==> src/rtl/core/sal_pkg.sv <==
// Shared constants, codes and types of the settings append log.
package sal_pkg;

    // Page geometry
    localparam int LOG_SLOTS = 256;
    localparam int SLOT_W    = $clog2(LOG_SLOTS);
    localparam int CNT_W     = SLOT_W + 1;
    localparam int WORD_W    = 32;

    // Field widths fixed by the port list
    localparam int BRIGHT_W  = 8;
    localparam int ANIM_W    = 16;
    localparam int NEXT_W    = 9;
    localparam int REC_W     = 8;
    localparam int OP_W      = 2;
    localparam int CFG_IDX_W = 2;
    localparam int CFG_DAT_W = 16;

    // Opcodes
    localparam logic [OP_W-1:0] OP_SET_BRIGHT = 2'd0;
    localparam logic [OP_W-1:0] OP_SET_ANIM   = 2'd1;
    localparam logic [OP_W-1:0] OP_STORE      = 2'd2;
    localparam logic [OP_W-1:0] OP_LOAD       = 2'd3;

    // Configuration register indexes
    localparam logic [CFG_IDX_W-1:0] CFG_BRIGHTNESS = 2'd0;
    localparam logic [CFG_IDX_W-1:0] CFG_ANIMATION  = 2'd1;

    // Record id bytes and whole words
    localparam logic [7:0]        ID_SET      = 8'h00;
    localparam logic [7:0]        ID_MARK     = 8'hAA;
    localparam logic [WORD_W-1:0] SLOT_EMPTY  = 32'hFFFF_FFFF;
    localparam logic [WORD_W-1:0] MARKER_WORD = 32'h0000_00AA;

    // Reset values of the current settings
    localparam logic [BRIGHT_W-1:0] RST_BRIGHTNESS = 8'd100;
    localparam logic [ANIM_W-1:0]   RST_ANIMATION  = 16'd0;

    // Access request from the controller to the log memory
    typedef struct packed {
        logic              rd_en;
        logic [SLOT_W-1:0] rd_addr;
        logic              wr_en;
        logic [SLOT_W-1:0] wr_addr;
        logic [WORD_W-1:0] wr_data;
        logic              erase;
    } ram_req_t;

    // Finished result from the controller to the output stage
    typedef struct packed {
        logic                valid;
        logic [BRIGHT_W-1:0] brightness;
        logic [ANIM_W-1:0]   animation;
        logic [NEXT_W-1:0]   next_slot;
        logic                erased;
        logic                written;
        logic [REC_W-1:0]    rslot;
    } result_t;

endpackage

==> src/rtl/core/sal_ctrl.sv <==
// Sequencer for set, store and load requests, holding the current settings.
module sal_ctrl (
    input  logic                              aclk,
    input  logic                              aresetn,
    input  logic                              s_valid,
    output logic                              s_ready,
    input  logic [sal_pkg::OP_W-1:0]          s_opcode,
    input  logic [sal_pkg::BRIGHT_W-1:0]      s_new_brightness,
    input  logic [sal_pkg::ANIM_W-1:0]        s_new_animation,
    input  logic                              cfg_we,
    input  logic [sal_pkg::CFG_IDX_W-1:0]     cfg_index,
    input  logic [sal_pkg::CFG_DAT_W-1:0]     cfg_data,
    output sal_pkg::ram_req_t                 ram_req,
    input  logic [sal_pkg::WORD_W-1:0]        rd_data,
    output sal_pkg::result_t                  res,
    input  logic                              res_ready
);
    import sal_pkg::*;

    localparam logic [2:0] ST_IDLE   = 3'd0;
    localparam logic [2:0] ST_MARK   = 3'd1;
    localparam logic [2:0] ST_APPEND = 3'd2;
    localparam logic [2:0] ST_LOAD   = 3'd3;
    localparam logic [2:0] ST_RESULT = 3'd4;

    logic [2:0]          state_reg,       state_next;
    logic [BRIGHT_W-1:0] cur_bright_reg,  cur_bright_next;
    logic [ANIM_W-1:0]   cur_anim_reg,    cur_anim_next;
    logic [CNT_W-1:0]    write_slot_reg,  write_slot_next;
    logic [CNT_W-1:0]    scan_reg,        scan_next;
    logic                erased_reg,      erased_next;
    logic                written_reg,     written_next;
    logic [REC_W-1:0]    rslot_reg,       rslot_next;
    logic                accept;
    logic                need_erase;

    assign s_ready = (state_reg == ST_IDLE);
    assign accept  = s_valid && s_ready;

    assign need_erase = (rd_data[7:0] != ID_MARK)
                     || (write_slot_reg >= CNT_W'(LOG_SLOTS))
                     || (write_slot_reg == '0);

    always_comb begin
        state_next      = state_reg;
        cur_bright_next = cur_bright_reg;
        cur_anim_next   = cur_anim_reg;
        write_slot_next = write_slot_reg;
        scan_next       = scan_reg;
        erased_next     = erased_reg;
        written_next    = written_reg;
        rslot_next      = rslot_reg;
        ram_req         = '0;

        // Register writes also replace the current value
        if (cfg_we) begin
            case (cfg_index)
                CFG_BRIGHTNESS: cur_bright_next = cfg_data[BRIGHT_W-1:0];
                CFG_ANIMATION:  cur_anim_next   = cfg_data[ANIM_W-1:0];
                default: ;
            endcase
        end

        case (state_reg)
            ST_IDLE: begin
                if (accept) begin
                    erased_next  = 1'b0;
                    written_next = 1'b0;
                    rslot_next   = '0;
                    case (s_opcode)
                        OP_SET_BRIGHT: begin
                            cur_bright_next = s_new_brightness;
                            state_next      = ST_RESULT;
                        end
                        OP_SET_ANIM: begin
                            cur_anim_next = s_new_animation;
                            state_next    = ST_RESULT;
                        end
                        OP_STORE: begin
                            ram_req.rd_en   = 1'b1;
                            ram_req.rd_addr = '0;
                            state_next      = ST_MARK;
                        end
                        default: begin
                            ram_req.rd_en   = 1'b1;
                            ram_req.rd_addr = SLOT_W'(1);
                            scan_next       = CNT_W'(1);
                            state_next      = ST_LOAD;
                        end
                    endcase
                end
            end
            ST_MARK: begin
                // Missing marker or full page: erase, rewrite marker, restart
                if (need_erase) begin
                    ram_req.erase   = 1'b1;
                    ram_req.wr_en   = 1'b1;
                    ram_req.wr_addr = '0;
                    ram_req.wr_data = MARKER_WORD;
                    write_slot_next = CNT_W'(1);
                    erased_next     = 1'b1;
                end
                state_next = ST_APPEND;
            end
            ST_APPEND: begin
                ram_req.wr_en   = 1'b1;
                ram_req.wr_addr = write_slot_reg[SLOT_W-1:0];
                ram_req.wr_data = {cur_bright_reg, cur_anim_reg, ID_SET};
                written_next    = 1'b1;
                rslot_next      = REC_W'(write_slot_reg);
                write_slot_next = write_slot_reg + CNT_W'(1);
                state_next      = ST_RESULT;
            end
            ST_LOAD: begin
                if (rd_data[7:0] == ID_SET) begin
                    cur_anim_next   = rd_data[23:8];
                    cur_bright_next = rd_data[31:24];
                    if (scan_reg == CNT_W'(LOG_SLOTS - 1)) begin
                        write_slot_next = CNT_W'(LOG_SLOTS);
                        state_next      = ST_RESULT;
                    end else begin
                        ram_req.rd_en   = 1'b1;
                        ram_req.rd_addr = SLOT_W'(scan_reg + CNT_W'(1));
                        scan_next       = scan_reg + CNT_W'(1);
                    end
                end else begin
                    write_slot_next = scan_reg;
                    state_next      = ST_RESULT;
                end
            end
            ST_RESULT: begin
                if (res_ready) begin
                    state_next = ST_IDLE;
                end
            end
            default: begin
                state_next = ST_IDLE;
            end
        endcase
    end

    always_ff @(posedge aclk) begin
        if (!aresetn) begin
            state_reg      <= ST_IDLE;
            cur_bright_reg <= RST_BRIGHTNESS;
            cur_anim_reg   <= RST_ANIMATION;
            write_slot_reg <= CNT_W'(1);
        end else begin
            state_reg      <= state_next;
            cur_bright_reg <= cur_bright_next;
            cur_anim_reg   <= cur_anim_next;
            write_slot_reg <= write_slot_next;
        end
    end

    always_ff @(posedge aclk) begin
        scan_reg    <= scan_next;
        erased_reg  <= erased_next;
        written_reg <= written_next;
        rslot_reg   <= rslot_next;
    end

    assign res.valid      = (state_reg == ST_RESULT);
    assign res.brightness = cur_bright_reg;
    assign res.animation  = cur_anim_reg;
    assign res.next_slot  = NEXT_W'(write_slot_reg);
    assign res.erased     = erased_reg;
    assign res.written    = written_reg;
    assign res.rslot      = rslot_reg;

endmodule

==> config.mk <==
export PLATFORM = sky130hd
export DESIGN_NAME = sal_ctrl
export DESIGN_NICKNAME = d
export VERILOG_FILES = /design/src/rtl/core/sal_pkg.sv /design/src/rtl/core/sal_ctrl.sv
export SDC_FILE = /design/constraint.sdc
export NUM_CORES = 1
export LEC_CHECK = 0
export BUFFER_PORTS_ARGS = -buffer_cell sky130_fd_sc_hd__buf_4
export CORE_UTILIZATION = 40
export CTS_CLUSTER_DIAMETER = 80
export DETAILED_ROUTE_END_ITERATION = 7
export PLACE_DENSITY = 0.78
export SLEW_MARGIN = 20
export SYNTH_ARGS = -nofsm -noshare
export SYNTH_HDL_FRONTEND = slang
export SYNTH_SLANG_ARGS = --single-unit
==> constraint.sdc <==
create_clock -name aclk -period 3.25 [get_ports aclk]
set_clock_uncertainty 0.15 [all_clocks]
set_input_delay 0.65 -clock aclk [delete_from_list [all_inputs] [get_ports aclk]]
set_output_delay 0.65 -clock aclk [all_outputs]
set_load 0.005 [all_outputs]
==> flow_metrics.tcl <==
set metrics [dict create \
    cp.arrival_ps 2290 \
    slew_headroom_pct 54.7 \
    crit_fanout 10 \
    ff_latch_area_um2 1290 \
    grt_max_degree 33 \
    drv_cap 0 \
    grtUsageTotal_pct 22.3 \
    r2r_start "scan_reg[0]" \
    synth_largest_area_cell "dfxtp_1" \
    syn_area_per_cell_um2 8.94 \
    gp_congestion 0.877 \
    antennaDiodeCount 0 \
    status "finished, final reports clean" \
    grt-ovfl-total 0 \
    path_class "flop to primary output" \
    ant_nets 0 \
    cts_tree "done" \
    drc_errors 0 \
    clockRootBuffer "clkbuf_8" \
    cts_resized 0 \
    clkTransAtPathRegs_ps 110 \
    ys_warn_count 0 \
    synth_cell_types 45 \
    grt_first_pass_wirelength_um 15000 \
    worstHoldPathCells 3 \
    fin_crit_sh_pct 95.2 \
    hp-class "primary input to flop" \
    final_nets 605 \
    start_kind "flop" \
    r2r_end "write_slot_reg[4]" \
    area_growth_syn_to_layout_pct 44.6 \
    power_density_nw_per_um2 318 \
    drive_gt1_share_pct 38.0 \
    rr_worst_depth 8 \
    ys_top_cells_by_area "dfxtp_1, edfxtp_1, and2_1" \
    dr_total_vias 3207 \
    ios 177 \
    antenna_found_initial 0 \
    worstSkewPairLatency_ps 310 \
    portBuffers 172 \
    initial_core_util_pct 41.8 \
    ir_drop_v 0.000175 \
    worstMarginPinSlew_ps 678 \
    slew_violations 0 \
    p_total_uw 1500 \
    synthCells 365 \
    drt_iter0_markers 216 \
    rrSetupSlack_ps 620 \
    hpwl_um 7410 \
    synth_top_area_share_pct 22.1 \
    hold_end "cur_bright_reg[6]" \
    htree_levels 2 \
    drt-total-wl_um 9800 \
    largest_reg_flops 16 \
    routedWlPerCell_um 15.7 \
    vias_per_cell 5.15 \
    cp.required_ps 2450 \
    rsz0062_at_grt "false" \
    drtPass1Iterations 4 \
    grt_pass1_vias 2978 \
    critPathCaptureType "primary output" \
    setup_violations 0 \
    core_um2 7810 \
    multi_input_area_um2 1790 \
    hold_start "rd_data[30]" \
    synth_seq_cells 55 \
    clock_sinks 55 \
    fin_setup_tns_ps 0 \
    fmax_mhz 323 \
    cts_hold_buf 0 \
    cts-buffers-inserted 5 \
    die_x_um 92.3 \
    synthArstFlopShare_pct 0 \
    finalHoldViolCount 0 \
    fp-row-count 32 \
    cts_buffer_depth 2 \
    yosysSeqAreaShare_pct 39.6 \
    finalCriticalPeriod_ps 3090 \
    netlist_area_um2 3260 \
    fill_cells 696 \
    synth_ff_type "dfxtp_1" \
    fp.dieH_um 92.3 \
    die_area_um2 8520 \
    cts_setup_buffers 0 \
    p_leak_uw 0.00223 \
    synth_edf_count 19 \
]
## Yosys cell counts, drive strengths merged (8+ instances only)
cell type and n:
nor2 29, nand2 12, nor3 13, and2 53, a22oi 16, xnor2 10, mux2i 24, clkbuf 21
dfxtp 36, buf 17, edfxtp 19, o21ai 21, a221oi 8, inv 8
## metal layers
metal  share of wire (%)  vias up  global-route usage (%)
li1                    -     1592                       -
met2                  50      123                    37.9
met5                   0        -                       0
met4                 1.6        0                    6.90
met1                  43     1481                    29.3
met3                 5.2       11                    3.12
## worst max-delay path: stages (launching register included)
cell	delay (ps)
edfxtp_1	480
ha_1	260
nand3_1	150
nor2_1	80
ha_1	250
or3_4	470
o21ai_1	150
buf_4	130
## layout make-up
class                      count  area share, %
sequential                    55           27.4
inverter                       8          0.636
clock inverter                 2          0.345
clock buffer                   6           1.99
multi-input combinational    267           37.8
tap                          102           2.70
timing repair buffer         183           29.1
## how the worst max path moves through the flow
stage | endpoint | startpoint | slack, ps
global route | ram_req[42] | scan_reg[0] | 20
global placement | ram_req[42] | rd_data[0] | 130
detailed placement | ram_req[42] | rd_data[0] | 90
floorplan | ram_req[42] | rd_data[0] | 300
finish | ram_req[42] | scan_reg[0] | 160
CTS | ram_req[42] | scan_reg[0] | 50
## power breakdown
part	internal (µW)	total [µW]	switching, µW
combinational	168	292	124
clock	202	434	232
sequential	748	776	27.6
total	1120	1500	384
## cells by family (layout without fill, tap and decap cells)
| group | count (synthesis) | in the layout | synth area share [%] |
|---|---|---|---|
| buffers and inverters | 46 | 199 | 6.63 |
| DFF | 55 | 55 | 39.6 |
| AOI/OAI and AO/OA | 79 | 79 | 16.8 |
| muxes | 24 | 24 | 7.36 |
| and+or+nand+nor | 143 | 143 | 24.5 |
| xor gates and xnor gates | 13 | 13 | 3.49 |
| other | 1 | 4 | 0.115 |
| adders and majority gates | 4 | 4 | 1.53 |
## cell usage in the layout (no fill, tap or decap), drive strengths merged, types with 4 or more instances in the layout
| master | instances |
|---|---|
| a21boi | 6 |
| a21oi | 7 |
| a221oi | 8 |
| a22o | 7 |
| a22oi | 16 |
| and2 | 53 |
| and3 | 7 |
| buf | 183 |
| clkbuf | 6 |
| conb | 4 |
| dfxtp | 36 |
| edfxtp | 19 |
| ha | 4 |
| inv | 9 |
| mux2i | 24 |
| nand2 | 12 |
| nand3 | 6 |
| nand4 | 4 |
| nor2 | 29 |
| nor3 | 13 |
| o21a | 7 |
| o21ai | 21 |
| xnor2 | 10 |
## metrics by stage
stage,cell area (µm²),setup slack [ps],instances,hold WS [ps],utilization [%]
floorplan,3270,299,368,392,-
global placement,4600,125,615,415,58.9
detailed placement,4600,89.9,615,418,58.9
CTS,4710,49.8,623,404,60.3
global route,4720,17.2,623,406,60.4
finish,4720,156,623,414,60.4
(Power assumes the default switching activity.)
